==> src/sv/reliable_udp_ack_window_macros.svh <==
`ifndef RELIABLE_UDP_ACK_WINDOW_MACROS_SVH
`define RELIABLE_UDP_ACK_WINDOW_MACROS_SVH

// same-cycle implication, ignored while reset is held
`define RUA_ASSERT_NOW(lbl, clk, rstn, ante, cons, msg) \
    lbl: assert property (@(posedge clk) disable iff (!(rstn)) (ante) |-> (cons)) \
        else $error(msg);

// next-cycle implication, ignored while reset is held
`define RUA_ASSERT_NEXT(lbl, clk, rstn, ante, cons, msg) \
    lbl: assert property (@(posedge clk) disable iff (!(rstn)) (ante) |=> (cons)) \
        else $error(msg);

`endif

==> src/sv/rua_pkg.sv <==
`default_nettype none

package rua_pkg;

    localparam int SEQ_W   = 16;
    localparam int WIN_W   = 32;
    localparam int CMD_W   = 2;
    localparam int LIMIT_W = 16;
    localparam int IDLE_W  = 16;

    localparam logic [CMD_W-1:0] CMD_PKT  = 2'd0;
    localparam logic [CMD_W-1:0] CMD_SEND = 2'd1;
    localparam logic [CMD_W-1:0] CMD_TICK = 2'd2;

    localparam logic [LIMIT_W-1:0] IDLE_LIMIT_RESET = 16'd100;

    typedef logic [SEQ_W-1:0] t_seq;
    typedef logic [WIN_W-1:0] t_win;

    typedef enum logic [2:0] {
        OP_NOP  = 3'd0,
        OP_SYNC = 3'd1,
        OP_PKT  = 3'd2,
        OP_SEND = 3'd3,
        OP_TICK = 3'd4
    } t_op;

    typedef enum logic [3:0] {
        KIND_IGNORED    = 4'd0,
        KIND_DELIVER    = 4'd1,
        KIND_SYNC_REPLY = 4'd2,
        KIND_SENT       = 4'd3,
        KIND_HELD       = 4'd4,
        KIND_NOT_TX     = 4'd5,
        KIND_RESEND     = 4'd6,
        KIND_DISCONNECT = 4'd7,
        KIND_IDLE       = 4'd8
    } t_kind;

    typedef struct packed {
        t_op  op;
        t_seq pkt_seq;
        t_seq pkt_ack;
        t_win pkt_ack_mask;
    } t_item;

    typedef struct packed {
        t_kind kind;
        t_seq  out_seq;
        t_seq  out_ack;
        t_win  out_ack_mask;
        t_win  newly_acked;
        t_seq  acked_base;
    } t_result;

endpackage

`default_nettype wire

==> src/sv/reliable_udp_ack_window.sv <==
// Channel   Direction  Handshake            Words
// input     in         push / full          cmd, is_sync, pkt_seq, pkt_ack, pkt_ack_mask
// result    out        empty / pop          kind, out_seq, out_ack, out_ack_mask,
//                                           newly_acked, acked_base
// config    in         i_cfg_we             idle_limit_ticks
//
// One word per cycle sustained while results are popped; a word passes through the
// input queue, then the window update into the result queue.
// The window update is a combinational step: mask shifts and one priority encode.
// Two-entry queues on each side let input and result sides stall independently.
// Synchronous active-low reset; no clearing pass, ready as soon as reset is released.
`default_nettype none

module reliable_udp_ack_window
    import rua_pkg::*;
(
    input  wire logic               i_clk,
    input  wire logic               i_rst_n,
    input  wire logic               push,
    output logic                    full,
    input  wire logic [CMD_W-1:0]   i_cmd,
    input  wire logic               i_is_sync,
    input  wire logic [SEQ_W-1:0]   i_pkt_seq,
    input  wire logic [SEQ_W-1:0]   i_pkt_ack,
    input  wire logic [WIN_W-1:0]   i_pkt_ack_mask,
    output logic                    empty,
    input  wire logic               pop,
    output logic [3:0]              o_kind,
    output logic [SEQ_W-1:0]        o_out_seq,
    output logic [SEQ_W-1:0]        o_out_ack,
    output logic [WIN_W-1:0]        o_out_ack_mask,
    output logic [WIN_W-1:0]        o_newly_acked,
    output logic [SEQ_W-1:0]        o_acked_base,
    input  wire logic               i_cfg_we,
    input  wire logic [LIMIT_W-1:0] i_cfg_wdata
);

`include "reliable_udp_ack_window_macros.svh"

    logic    w_item_valid;
    t_item   w_item;
    logic    w_take;
    t_result w_result;

    rua_front u_front (
        .i_clk          (i_clk),
        .i_rst_n        (i_rst_n),
        .push           (push),
        .full           (full),
        .i_cmd          (i_cmd),
        .i_is_sync      (i_is_sync),
        .i_pkt_seq      (i_pkt_seq),
        .i_pkt_ack      (i_pkt_ack),
        .i_pkt_ack_mask (i_pkt_ack_mask),
        .o_item_valid   (w_item_valid),
        .o_item         (w_item),
        .i_take         (w_take)
    );

    rua_exec u_exec (
        .i_clk        (i_clk),
        .i_rst_n      (i_rst_n),
        .i_cfg_we     (i_cfg_we),
        .i_cfg_wdata  (i_cfg_wdata),
        .i_item_valid (w_item_valid),
        .i_item       (w_item),
        .o_take       (w_take),
        .pop          (pop),
        .empty        (empty),
        .o_result     (w_result)
    );

    assign o_kind         = w_result.kind;
    assign o_out_seq      = w_result.out_seq;
    assign o_out_ack      = w_result.out_ack;
    assign o_out_ack_mask = w_result.out_ack_mask;
    assign o_newly_acked  = w_result.newly_acked;
    assign o_acked_base   = w_result.acked_base;

    `RUA_ASSERT_NOW(a_take_needs_item, i_clk, i_rst_n, w_take, w_item_valid,
        "take from empty input queue")
    `RUA_ASSERT_NEXT(a_result_held, i_clk, i_rst_n, !empty && !pop, !empty,
        "result lost while not popped")
    `RUA_ASSERT_NOW(a_sent_seq_nonzero, i_clk, i_rst_n,
        !empty && (o_kind == KIND_SENT), o_out_seq != '0, "send assigned sequence zero")
    `RUA_ASSERT_NOW(a_disc_clean, i_clk, i_rst_n, !empty && (o_kind == KIND_DISCONNECT),
        (o_out_seq == '0) && (o_out_ack_mask == '0), "disconnect carries header data")

endmodule

`default_nettype wire

==> src/sv/rua_front.sv <==
`default_nettype none

module rua_front
    import rua_pkg::*;
(
    input  wire logic               i_clk,
    input  wire logic               i_rst_n,
    input  wire logic               push,
    output logic                    full,
    input  wire logic [CMD_W-1:0]   i_cmd,
    input  wire logic               i_is_sync,
    input  wire logic [SEQ_W-1:0]   i_pkt_seq,
    input  wire logic [SEQ_W-1:0]   i_pkt_ack,
    input  wire logic [WIN_W-1:0]   i_pkt_ack_mask,
    output logic                    o_item_valid,
    output t_item                   o_item,
    input  wire logic               i_take
);

    t_item      r_mem [2];
    logic       r_wptr;
    logic       r_rptr;
    logic [1:0] r_cnt;
    logic [1:0] n_cnt;
    logic       w_push;
    t_item      w_item;

    // classify the incoming word
    always_comb begin
        w_item.pkt_seq      = i_pkt_seq;
        w_item.pkt_ack      = i_pkt_ack;
        w_item.pkt_ack_mask = i_pkt_ack_mask;
        case (i_cmd)
            CMD_PKT:  w_item.op = i_is_sync ? OP_SYNC : OP_PKT;
            CMD_SEND: w_item.op = OP_SEND;
            CMD_TICK: w_item.op = OP_TICK;
            default:  w_item.op = OP_NOP;
        endcase
    end

    assign full         = (r_cnt == 2'd2);
    assign w_push       = push && !full;
    assign o_item_valid = (r_cnt != 2'd0);
    assign o_item       = r_mem[r_rptr];

    always_comb begin
        n_cnt = r_cnt;
        if (w_push && !i_take) begin
            n_cnt = r_cnt + 2'd1;
        end else if (!w_push && i_take) begin
            n_cnt = r_cnt - 2'd1;
        end
    end

    always_ff @(posedge i_clk) begin
        if (!i_rst_n) begin
            r_wptr <= 1'b0;
            r_rptr <= 1'b0;
            r_cnt  <= 2'd0;
        end else begin
            r_cnt <= n_cnt;
            if (w_push) begin
                r_wptr <= !r_wptr;
            end
            if (i_take) begin
                r_rptr <= !r_rptr;
            end
        end
    end

    always_ff @(posedge i_clk) begin
        if (w_push) begin
            r_mem[r_wptr] <= w_item;
        end
    end

endmodule

`default_nettype wire

==> src/sv/rua_exec.sv <==
`default_nettype none

module rua_exec
    import rua_pkg::*;
(
    input  wire logic               i_clk,
    input  wire logic               i_rst_n,
    input  wire logic               i_cfg_we,
    input  wire logic [LIMIT_W-1:0] i_cfg_wdata,
    input  wire logic               i_item_valid,
    input  wire t_item              i_item,
    output logic                    o_take,
    input  wire logic               pop,
    output logic                    empty,
    output t_result                 o_result
);

    localparam int UD_W = $clog2(WIN_W);
    localparam int RL_W = $clog2(WIN_W) + 1;
    localparam t_seq SEQ_ONES = '1;
    localparam t_seq SEQ_HALF = {1'b1, {(SEQ_W-1){1'b0}}};
    localparam t_win WIN_ONES = '1;
    localparam t_win WIN_ONE  = t_win'(1);
    localparam logic [IDLE_W-1:0] IDLE_MAX = '1;

    typedef enum logic [1:0] {
        LINK_DOWN = 2'd0,
        LINK_SYNC = 2'd1,
        LINK_UP   = 2'd2
    } t_link;

    typedef logic signed [SEQ_W:0] t_dist;

    // wrapped distance a - b; exactly half the space counts as ahead when a > b
    function automatic t_dist seq_dist(input t_seq a, input t_seq b);
        t_seq d;
        logic neg;
        d   = a - b;
        neg = d[SEQ_W-1] && !((d == SEQ_HALF) && (a > b));
        seq_dist = {neg, d};
    endfunction

    // zero is skipped in both directions
    function automatic t_seq seq_next(input t_seq s);
        seq_next = (s == SEQ_ONES) ? t_seq'(1) : s + t_seq'(1);
    endfunction

    function automatic t_seq seq_back(input t_seq s, input logic [UD_W-1:0] bias);
        logic [SEQ_W:0] wide;
        if (s > t_seq'(bias)) begin
            wide = {1'b0, s} - (SEQ_W+1)'(bias);
        end else begin
            wide = {1'b0, s} + {1'b0, SEQ_ONES} - (SEQ_W+1)'(bias);
        end
        seq_back = wide[SEQ_W-1:0];
    endfunction

    logic [LIMIT_W-1:0] r_limit;
    t_link              r_link;
    t_seq               r_local;
    t_win               r_ra;
    t_seq               r_latest;
    t_win               r_rmask;
    logic [RL_W-1:0]    r_rl;
    logic [IDLE_W-1:0]  r_idle;

    t_link              n_link;
    t_seq               n_local;
    t_win               n_ra;
    t_seq               n_latest;
    t_win               n_rmask;
    logic [RL_W-1:0]    n_rl;
    logic [IDLE_W-1:0]  n_idle;
    t_result            w_res;

    t_dist              w_sh;
    t_dist              w_neg;
    t_dist              w_ackd;
    logic [UD_W-1:0]    w_ud;
    t_win               w_newly;
    t_win               w_elig;
    logic [UD_W-1:0]    w_oldest;
    logic [IDLE_W-1:0]  w_idle_inc;
    logic               w_keep;
    logic               w_hdr;

    t_result            r_q [2];
    logic               r_wptr;
    logic               r_rptr;
    logic [1:0]         r_cnt;
    logic [1:0]         n_cnt;
    logic               w_pop;

    assign o_take = i_item_valid && (r_cnt != 2'd2);

    // window arithmetic shared by the packet and tick paths
    always_comb begin
        w_sh   = seq_dist(i_item.pkt_seq, r_latest);
        w_neg  = -w_sh;
        w_ackd = seq_dist(r_local, i_item.pkt_ack);
        w_ud   = w_ackd[UD_W-1:0];
        w_newly = (~r_ra >> w_ud) & i_item.pkt_ack_mask;
        w_idle_inc = (r_idle != IDLE_MAX) ? r_idle + 1'b1 : r_idle;
        w_elig = ~r_ra & ~(WIN_ONES >> r_rl);
        w_oldest = '0;
        for (int k = 0; k < WIN_W; k++) begin
            if (w_elig[k]) begin
                w_oldest = UD_W'(k);
            end
        end
    end

    always_comb begin
        n_link   = r_link;
        n_local  = r_local;
        n_ra     = r_ra;
        n_latest = r_latest;
        n_rmask  = r_rmask;
        n_rl     = r_rl;
        n_idle   = r_idle;
        w_res    = '0;
        w_res.kind = KIND_IGNORED;
        w_keep   = 1'b1;
        w_hdr    = 1'b0;
        case (i_item.op)
            OP_SYNC: begin
                n_idle = '0;
                if (r_link == LINK_DOWN) begin
                    n_link     = LINK_SYNC;
                    n_latest   = i_item.pkt_seq;
                    n_rmask    = WIN_ONE;
                    n_local    = seq_next(r_local);
                    n_ra       = WIN_ONES << 1;
                    n_rl       = RL_W'(WIN_W - 1);
                    w_res.kind = KIND_SYNC_REPLY;
                    w_res.out_seq = n_local;
                    w_hdr      = 1'b1;
                end
            end
            OP_PKT: begin
                n_idle = '0;
                if (r_link != LINK_DOWN) begin
                    n_link = LINK_UP;
                    if (w_sh == '0) begin
                        w_keep = 1'b0;
                    end else if (w_sh[SEQ_W]) begin
                        // older packet: mark it unless outside the window or seen
                        if (w_neg >= t_dist'(WIN_W)) begin
                            w_keep = 1'b0;
                        end else if (r_rmask[w_neg[UD_W-1:0]]) begin
                            w_keep = 1'b0;
                        end else begin
                            n_rmask = r_rmask | (WIN_ONE << w_neg[UD_W-1:0]);
                        end
                    end else begin
                        n_latest = i_item.pkt_seq;
                        if (w_sh >= t_dist'(WIN_W)) begin
                            n_rmask = WIN_ONE;
                        end else begin
                            n_rmask = (r_rmask << w_sh[UD_W-1:0]) | WIN_ONE;
                        end
                    end
                    if (w_keep) begin
                        if (!w_ackd[SEQ_W] && (w_ackd < t_dist'(WIN_W))) begin
                            w_res.newly_acked = w_newly;
                            n_ra = r_ra | (w_newly << w_ud);
                        end
                        w_res.kind       = KIND_DELIVER;
                        w_res.acked_base = i_item.pkt_ack;
                        w_hdr            = 1'b1;
                    end
                end
            end
            OP_SEND: begin
                if (!r_ra[WIN_W-1]) begin
                    w_res.kind = KIND_HELD;
                end else begin
                    n_local = seq_next(r_local);
                    n_ra    = r_ra << 1;
                    if (r_link == LINK_UP) begin
                        w_res.kind = KIND_SENT;
                        if (r_rl != '0) begin
                            n_rl = r_rl - 1'b1;
                        end
                    end else begin
                        w_res.kind = KIND_NOT_TX;
                    end
                    w_res.out_seq = n_local;
                    w_hdr = 1'b1;
                end
            end
            OP_TICK: begin
                if (w_idle_inc > r_limit) begin
                    n_link   = LINK_DOWN;
                    n_local  = '0;
                    n_ra     = WIN_ONES;
                    n_latest = '0;
                    n_rmask  = '0;
                    n_rl     = RL_W'(WIN_W);
                    n_idle   = '0;
                    w_res.kind = KIND_DISCONNECT;
                end else begin
                    n_idle = w_idle_inc;
                    n_rl   = RL_W'(WIN_W);
                    w_res.kind = KIND_IDLE;
                    if (w_elig != '0) begin
                        w_res.out_seq = seq_back(r_local, w_oldest);
                        w_res.kind = (r_link == LINK_DOWN) ? KIND_NOT_TX : KIND_RESEND;
                        w_hdr = 1'b1;
                    end
                end
            end
            default: begin
            end
        endcase
        if (w_hdr) begin
            w_res.out_ack      = n_latest;
            w_res.out_ack_mask = n_rmask;
        end
    end

    always_ff @(posedge i_clk) begin
        if (!i_rst_n) begin
            r_limit  <= IDLE_LIMIT_RESET;
            r_link   <= LINK_DOWN;
            r_local  <= '0;
            r_ra     <= WIN_ONES;
            r_latest <= '0;
            r_rmask  <= '0;
            r_rl     <= RL_W'(WIN_W);
            r_idle   <= '0;
        end else begin
            if (i_cfg_we) begin
                r_limit <= i_cfg_wdata;
            end
            if (o_take) begin
                r_link   <= n_link;
                r_local  <= n_local;
                r_ra     <= n_ra;
                r_latest <= n_latest;
                r_rmask  <= n_rmask;
                r_rl     <= n_rl;
                r_idle   <= n_idle;
            end
        end
    end

    // result queue
    assign empty    = (r_cnt == 2'd0);
    assign w_pop    = pop && !empty;
    assign o_result = r_q[r_rptr];

    always_comb begin
        n_cnt = r_cnt;
        if (o_take && !w_pop) begin
            n_cnt = r_cnt + 2'd1;
        end else if (!o_take && w_pop) begin
            n_cnt = r_cnt - 2'd1;
        end
    end

    always_ff @(posedge i_clk) begin
        if (!i_rst_n) begin
            r_wptr <= 1'b0;
            r_rptr <= 1'b0;
            r_cnt  <= 2'd0;
        end else begin
            r_cnt <= n_cnt;
            if (o_take) begin
                r_wptr <= !r_wptr;
            end
            if (w_pop) begin
                r_rptr <= !r_rptr;
            end
        end
    end

    always_ff @(posedge i_clk) begin
        if (o_take) begin
            r_q[r_wptr] <= w_res;
        end
    end

endmodule

`default_nettype wire

==> config.mk <==
export PLATFORM = sky130hd
export DESIGN_NAME = reliable_udp_ack_window
export DESIGN_NICKNAME = d
export VERILOG_FILES = /design/src/sv/rua_pkg.sv /design/src/sv/reliable_udp_ack_window.sv /design/src/sv/rua_front.sv /design/src/sv/rua_exec.sv
export VERILOG_INCLUDE_DIRS = /design/src /design/src/sv
export SDC_FILE = /design/constraint.sdc
export NUM_CORES = 1
export LEC_CHECK = 0
export ABC_AREA = 1
export ABC_CLOCK_PERIOD_IN_PS = 11800
export BUFFER_PORTS_ARGS = -buffer_cell sky130_fd_sc_hd__buf_2
export CAP_MARGIN = 20
export CORE_ASPECT_RATIO = 1.5
export CORE_UTILIZATION = 55
export DETAILED_ROUTE_END_ITERATION = 10
export PLACE_DENSITY = 0.73
export SYNTH_ARGS = -nofsm -noshare
export SYNTH_HDL_FRONTEND = slang
export SYNTH_HIERARCHICAL = 1
export SYNTH_SLANG_ARGS = --single-unit
==> constraint.sdc <==
create_clock -name i_clk -period 11.8 [get_ports i_clk]
set_input_delay 2.36 -clock i_clk [delete_from_list [all_inputs] [get_ports i_clk]]
set_output_delay 2.36 -clock i_clk [all_outputs]
set_load 0.02 [all_outputs]
### After elaboration in Yosys (flattened, before gate mapping)

Memories as Yosys holds them, arrays and structs flattened. A register that Yosys moved wholly into a read port is not among the register bits.
Cells that the tools add are included.

* register bits after elaboration: 144
* bits in writable memories: 366
* input bits: 88
* logic and storage cells: 233
* memories: 2

Memory list
* u_exec.r_q: depth 2, bits a word 116, read ports 1, clocked after memory_dff 1, wr ports 1, line rua_exec.sv:87 `t_result r_q [2];`
* u_front.r_mem: depth 2, bits a word 67, read ports 1, clocked after memory_dff 1, wr ports 1, line rua_front.sv:20 `t_item r_mem [2];`

* add/sub/neg operators: 13
* order comparisons: 8
* eq/ne operators: 21
* shifts and indexed selects: 5
* multiplexer cells: 118
* bitwise logic cells: 6
* reductions and logical operators: 45

Operator list (count)
* two-way mux 32 bit: 15
* two-way mux 16 bit: 14
* two-way mux 48 bit: 4
* two-way mux 5 bit: 30
* case mux 16 bit (3 select lines): 3
* case mux 32 bit (4 select lines): 1
* case mux 32 bit (3 select lines): 1
* bitwise AND 32 bit: 2
* NOT 32 bit: 2
* bitwise OR 32 bit: 2
* << shifter 32 x 5 -> 32 bit: 2
* equality test 16 bit (second input constant): 3
* greater-than comparator 16 bit: 3
* >= comparator 17 x 7 -> 1 bit (second input constant): 2
* adder 16 x 1 -> 16 bit (second input constant): 2
* case mux 16 bit (2 select lines): 1
* nonzero test 32 bit: 1
* << shifter 1 x 5 -> 32 bit (first input constant): 1
* right shift 32 x 5 -> 32 bit: 1
* right shift 32 x 6 -> 32 bit (first input constant): 1
* subtractor 16 bit: 2
* subtractor 16 x 5 -> 16 bit: 2
* two-way mux 1 bit: 24
* two-way mux 6 bit: 4
* 41 further kinds: 93

### Depth between registers and ports, before layout

Gate-level depths: netlist (run 1).

* depth in word-level cells: 39
* depth in mapped cells: 53
* mapped depth without buffers: 53

### Hierarchy

Netlist (run 1), hierarchy kept.

By module, submodules not included
* rua_exec: instances 1, cells each 3663, area each 26130.1 µm²
* rua_front: instances 1, cells each 250, area each 5205.0 µm²

### Worst setup path after synthesis (run 1)

OpenSTA, ideal clock, no wires.

* path type: flip-flop to flip-flop
* start point: register u_front.r_cnt[0]
* end point: memory u_exec/r_q[1][0] (netlist bit) (enable)
* library setup time: 0.594 ns
* arrival: 5.885 ns
* required time: 11.206 ns
* setup slack: 5.321 ns
* stages on the path, launching flop included: 7
* buffers on the path: 2
* clock period less this slack: 6.479 ns
* path through: dfxtp_1 > inv_1 > nand2_1 > o21ai_1 > clkbuf_1 > buf_1 > nor2_1

* longest elaborated chain between the ends: 4

Ends and longest elaborated chain
* from (decl): line rua_front.sv:23 `logic [1:0] r_cnt;`
* from (signal assigned): line rua_front.sv:61 `r_cnt <= n_cnt;`
* nonzero test 2 bit: line rua_front.sv:43 `assign o_item_valid = (r_cnt != 2'd0);`
* net w_item_valid: line reliable_udp_ack_window.sv:40 `logic w_item_valid;`
* logical AND 1 bit: line rua_exec.sv:94 `assign o_take = i_item_valid && (r_cnt != 2'd2);`
* two-way mux 1 bit: line rua_exec.sv:279 `if (o_take) begin`
* two-way mux 1 bit (not written as such): line rua_exec.sv:280 `r_q[r_wptr] <= w_res;`
* to (decl): line rua_exec.sv:87

The timed path passes the listed nets, and every way through them passes these cells.

==> results of run 1 <==
-- layout by cell type (no fill, tap or decap), drive strengths merged, types with 44 or more instances in the layout --
cell type    n
inv        368
nand3      287
edfxtp     366
nor3        47
dfxtp      146
ha          68
o21ai      303
mux2       184
nand2      956
nor2       360
clkbuf      61
a21oi      293
nand4       67
buf        249
o211ai      44
-- worst paths after layout --
check                                                     from                              to  slack, ns  cells after the start
worst max register to register                        register     u_exec/r_q[1][57]$_DFFE_PP_       4.56                     25
worst max-delay path                                  register     u_exec/r_q[1][57]$_DFFE_PP_       4.56                     25
worst min register to register  u_exec/r_limit[4]$_SDFFE_PN0P_  u_exec/r_limit[4]$_SDFFE_PN0P_       0.47                      2
worst min-delay path            u_exec/r_limit[4]$_SDFFE_PN0P_  u_exec/r_limit[4]$_SDFFE_PN0P_       0.47                      2
-- cells by family after synthesis --
group                    synth area share [%]
buffers and inverters                    7.21
AO/OA/AOI/OAI                            12.9
adder cells (fa/ha/maj)                  2.97
multiplexers                             7.61
XOR/XNOR                                 1.37
flip-flops                               44.4
AND/OR/NAND/NOR                          23.5
-- per-stage QoR --
stage                     instances  setup slack [ns]  util (%)  area [um^2]
after floorplan                3913              5.32         -        31300
after global placement         4703              4.84      58.7        32900
after detailed placement       4703              4.64      58.7        32900
after CTS                      4790              4.62      61.5        34400
after global routing           4794              4.05      61.6        34500
final                          4796              4.56      61.6        34500
-- layout make-up --
cell class,instances,area share [%]
Multi-Input combinational cell,2817,44.3
Sequential cell,512,40.4
Tap cell,756,2.74
Timing Repair Buffer,249,3.99
Inverter,371,4.04
Clock inverter,26,0.882
Antenna cell,4,0.0290
Clock buffer,61,3.65
-- state kept, by name, indices dropped and copies added, names as in the netlist, named ones only --
register         count
u_exec/r_rmask      32
u_exec/r_latest     16
u_exec/r_link        2
u_exec/r_cnt         2
u_exec/r_limit      16
u_exec/r_q         232
u_exec/r_wptr        1
u_exec/r_rptr        1
u_exec/r_local      16
u_exec/r_rl          6
u_front/r_mem      134
u_exec/r_ra         32
u_front/r_cnt        2
u_exec/r_idle       16
u_front/r_rptr       1
u_front/r_wptr       1
-- critical path: stages (launching register included) --
cell	delay (ns)
dfxtp_4	0.79
mux2_4	0.37
ha_1	0.38
nand3_1	0.15
nand3_2	0.12
nand2_1	0.10
nand2_2	0.31
inv_2	0.63
nand4_4	0.18
nor2_2	0.19
nand2_1	0.12
nor2_1	0.17
nand4_1	0.12
nand2_1	0.64
ha_1	0.37
inv_1	0.08
nand2_1	0.05
nor2_1	0.10
nand3_1	0.08
nand2_2	0.46
nand2_2	0.15
nand2_2	0.13
nand4_4	0.35
nand3_1	0.24
inv_2	0.36
a21oi_1	0.35
-- routing by layer --
metal / wire length [um] / vias up / global-route usage, %
met5: 0 / - / 0
met4: 8660 / 0 / 27.0
met3: 5020 / 347 / 4.12
met2: 49600 / 1008 / 59.4
met1: 34000 / 13000 / 34.8
li1: - / 13500 / -
==> impl_metrics.py, run 1 <==
metrics = {
    "synthesis": {
        "yosysMostFrequentCell": "nand2_1",
        "ys_ff_latch": 512,
        "syn-num-nets": 4073,
        "synth_edf_count": 366,
        "ys_types": 59,
        "netlist_top_cells_area": "edfxtp_1 35%, nand2_1 11%, dfxtp_1 9.3%, mux2_2 5.5%, o21ai_0 4.7%",
        "synth_area_mm2": 0.0313,
        "synth_warnings": 6,
        "synth_top_area_share_pct": 35.1,
        "synth_commonest_cells": "952 x nand2_1, 366 x edfxtp_1, 357 x nor2_1",
        "synth_cells": 3913,
        "synth-main-ff-cell": "edfxtp_1",
        "synth.avg_cell_area_um2": 8.01,
        "synth-async-reset-ratio_pct": 0,
        "synth_top_cell_by_area": "edfxtp_1",
        "yosysSeqAreaShare_pct": 44.4,
    },
    "worst_setup_path": {
        "critPathLaunchType": "register",
        "required_ns": 12.21,
        "critPathKind": "register to register",
        "worst_setup_path_end_kind": "register",
        "arrival_ns": 7.66,
        "worstPathMaxFanout": 48,
    },
    "global_routing": {
        "grt_max_degree": 93,
        "antenna_found_initial": 5,
        "grt-ovfl-total": 0,
        "grt_use_total_pct": 33.2,
        "grt_pass1_vias": 26800,
        "grt_pass1_wl_mm": 148,
    },
    "drt": {
        "drt_pass1_iterations": 6,
        "ant_nets": 0,
        "vias": 27800,
        "via_per_inst": 5.80,
        "drc": 0,
        "wl_per_cell_um": 20.3,
        "wl_mm": 97.3,
        "drt_iter0_drc": 2396,
    },
    "final_layout": {
        "seq_area_mm2": 0.0139,
        "area_growth_pct": 9.97,
        "drive_gt1_share_pct": 14.3,
        "multi_input_area_mm2": 0.0153,
        "final_net_count": 4158,
        "nFillCells": 5163,
    },
    "flow_run": {
        "maxCapViolCount": 0,
    },
    "placement": {
        "portBuffers": 205,
        "post-dp-hpwl_mm": 70.7,
        "gp_congestion": 1.03,
    },
    "run_status": {
        "status": "finished, final reports clean",
    },
    "sta": {
        "slew-limit-headroom_pct": 34.1,
        "fmax_mhz": 138,
        "finalCritPeriodShare_pct": 61.4,
        "timing.setup.tns_ns": 0,
        "grt_setup_unrepaired": "no",
        "whs_ns": 0.470,
        "setup_viol": 0,
        "final.min_clock_period_ns": 7.24,
        "worst_pin_slew_ns": 0.987,
        "fin_skew_ns": 0.0164,
        "slew_violations": 0,
        "hold_viol": 0,
    },
    "clock_tree": {
        "post_cts_resized": 0,
        "postCtsHoldBufs": 0,
        "ctsRootBufferMaster": "clkbuf_16",
        "numCtsBuffers": 47,
        "htree_num_levels": 2,
        "cts_setup_buffers": 0,
        "cts_sinks": 512,
        "cts_tree": "done",
        "clock_path_buffers": 3,
        "cts.clk_slew.worst_paths_ns": 0.07,
        "clk_latency_ns": 0.61,
    },
    "worst_hold_path": {
        "hp-class": "register to register",
    },
    "die": {
        "fp.dieW_um": 197,
        "io_pins": 206,
        "die_height_um": 294,
        "start_util_pct": 56.0,
        "coreArea_mm2": 0.0560,
        "dieArea_mm2": 0.0580,
        "num_rows": 106,
    },
}
Power of run 1 is not shown: default switching activity piles up to over one toggle a cycle in this logic, so the estimate is an artifact.
==> run 2: changes to the inputs <==
--- a/config.mk
+++ b/config.mk
@@ -7,13 +7,13 @@
 export NUM_CORES = 1
 export LEC_CHECK = 0
 export ABC_AREA = 1
-export ABC_CLOCK_PERIOD_IN_PS = 11800
+export ABC_CLOCK_PERIOD_IN_PS = 6320
 export BUFFER_PORTS_ARGS = -buffer_cell sky130_fd_sc_hd__buf_2
 export CAP_MARGIN = 20
 export CORE_ASPECT_RATIO = 1.5
 export CORE_UTILIZATION = 55
 export DETAILED_ROUTE_END_ITERATION = 10
-export PLACE_DENSITY = 0.73
+export PLACE_DENSITY = 0.76
 export SYNTH_ARGS = -nofsm -noshare
 export SYNTH_HDL_FRONTEND = slang
 export SYNTH_HIERARCHICAL = 1
==> constraint.sdc (replaced) <==
create_clock -name i_clk -period 6.32 [get_ports i_clk]
set_input_delay 1.264 -clock i_clk [delete_from_list [all_inputs] [get_ports i_clk]]
set_output_delay 1.264 -clock i_clk [all_outputs]
set_load 0.02 [all_outputs]
==> impl_metrics.py, run 2 (synthesis results as in run 1) <==
metrics = {
    "worst_setup_path": {
        "critPathLaunchType": "register",
        "cpPeakStageDelay_ns": 0.43,
        "required_ns": 6.64,
        "arrival_ns": 5.97,
        "crit_slowest_cell": "fa_1",
        "critPathKind": "register to register",
        "cp_common_cell": "nand2_1",
        "timing.rr.end": "u_exec/r_q[1][111]$_DFFE_PP_",
        "worst_setup_path_end_kind": "register",
        "r2r-start": "u_exec/r_rl[0]$_SDFFE_PN0P_",
        "worstRegToRegCells": 53,
        "rrSetupSlack_ns": 0.67,
        "worstPathMaxFanout": 6,
    },
    "drt": {
        "drt_iter0_drc": 2208,
        "via_per_inst": 5.81,
        "drc": 0,
        "wl_mm": 97.5,
        "ant_nets": 0,
        "drt_pass1_iterations": 6,
        "wl_per_cell_um": 20.2,
        "vias": 28000,
    },
    "global_routing": {
        "antenna_found_initial": 4,
        "grt-ovfl-total": 0,
        "grt_use_total_pct": 33.3,
        "grt_pass1_wl_mm": 149,
        "grt_pass1_vias": 27100,
        "grt_max_degree": 118,
    },
    "clock_tree": {
        "numCtsBuffers": 48,
        "cts_tree": "done",
        "cts.clk_slew.worst_paths_ns": 0.07,
        "htree_num_levels": 2,
        "cts_setup_buffers": 0,
        "ctsRootBufferMaster": "clkbuf_16",
        "postCtsHoldBufs": 0,
        "post_cts_resized": 0,
        "cts_sinks": 512,
        "clk_latency_ns": 0.64,
        "clock_path_buffers": 3,
    },
    "final_layout": {
        "largest_register_ffs": 232,
        "layout_commonest_cell": "nand2_1",
        "layoutNonFillerInstCount": 4821,
        "area_growth_pct": 11.1,
        "utilization_pct": 62.2,
        "layout.cells.most_common_list": "951 x nand2_1, 366 x edfxtp_1, 353 x inv_1",
        "largest_register": "u_exec/r_q",
        "final_net_count": 4183,
        "drive_gt1_share_pct": 15.1,
        "reg.largest.list": "u_exec/r_q (232), u_front/r_mem (134)",
    },
    "placement": {
        "post-place-ws_ns": 0.563,
        "post-dp-hpwl_mm": 71.8,
        "portBuffers": 205,
        "place_inst": 4729,
        "gp_congestion": 1.01,
    },
    "die": {
        "die_height_um": 294,
        "dieArea_mm2": 0.0580,
        "num_rows": 106,
        "fp.dieW_um": 197,
        "coreArea_mm2": 0.0560,
        "start_util_pct": 56.0,
        "io_pins": 206,
    },
    "sta": {
        "finalCritPeriodShare_pct": 89.4,
        "fin_skew_ns": 0.0529,
        "fmax_mhz": 177,
        "worst_pin_slew_ns": 1.04,
        "slew-limit-headroom_pct": 30.6,
        "hold_viol": 0,
        "setup_viol": 0,
        "final.min_clock_period_ns": 5.65,
        "worst_slack_ns": 0.673,
        "timing.setup.tns_ns": 0,
        "slew_violations": 0,
    },
    "worst_hold_path": {
        "min_path_cells": 2,
        "hold_end": "u_exec/r_limit[13]$_SDFFE_PN0P_",
        "holdCritStartpoint": "u_exec/r_limit[13]$_SDFFE_PN0P_",
        "hp-class": "register to register",
    },
    "run_status": {
        "status": "finished, final reports clean",
    },
    "flow_run": {
        "maxCapViolCount": 0,
    },
}
## run 2: worst max path at each step
stage	from	end	slack [ns]
final	u_exec/r_rl[0]$_SDFFE_PN0P_	u_exec/r_q[1][111]$_DFFE_PP_	0.67
after detailed placement	u_exec/r_rl[1]$_SDFFE_PN0P_	u_exec/r_q[1][111]$_DFFE_PP_	0.56
after CTS	u_exec/r_rl[1]$_SDFFE_PN0P_	u_exec/r_q[1][111]$_DFFE_PP_	0.53
after global placement	u_exec/r_rl[1]$_SDFFE_PN0P_	u_exec/r_q[0][111]$_DFFE_PP_	0.54
after floorplan	register	u_exec/r_q[0][44]$_DFFE_PP_	1.08
after global routing	u_exec/r_rl[0]$_SDFFE_PN0P_	u_exec/r_q[1][111]$_DFFE_PP_	-0.05
## run 2: per-stage QoR
step	instance area, um^2	hold slack (ns)
6_report	34800	0.469
3_3_place_gp	33100	0.453
5_1_grt	34800	0.479
2_1_floorplan	31300	0.435
3_5_place_dp	33100	0.459
4_1_cts	34800	0.470
## run 2: area by class of cell
type / instances / area, um^2
Inverter: 371 / 1390
Tap cell: 756 / 946
Antenna cell: 2 / 5.00
Clock inverter: 36 / 455
Multi-Input combinational cell: 2817 / 15300
Timing Repair Buffer: 273 / 1590
Clock buffer: 54 / 1220
Sequential cell: 512 / 13900
Fill cell: 5037 / 21200
## run 2: worst max-delay path: cells and delay by family, from the launching register on
family	cells	cell delay, ns
AND/OR/NAND/NOR	37	2.49
adder cells (fa/ha/maj)	4	1.06
AO/OA/AOI/OAI	7	1.02
buffers and inverters	5	0.47
flip-flops	1	0.37
## run 2: per-layer routing
layer	track usage, %	up-vias	wire length, um
met3	4.21	323	4800
met1	34.5	13100	34200
met4	23.9	4	7690
met5	0	-	28
met2	61.6	1044	50800
li1	-	13500	-
Power of run 2 is left out for the same reason.
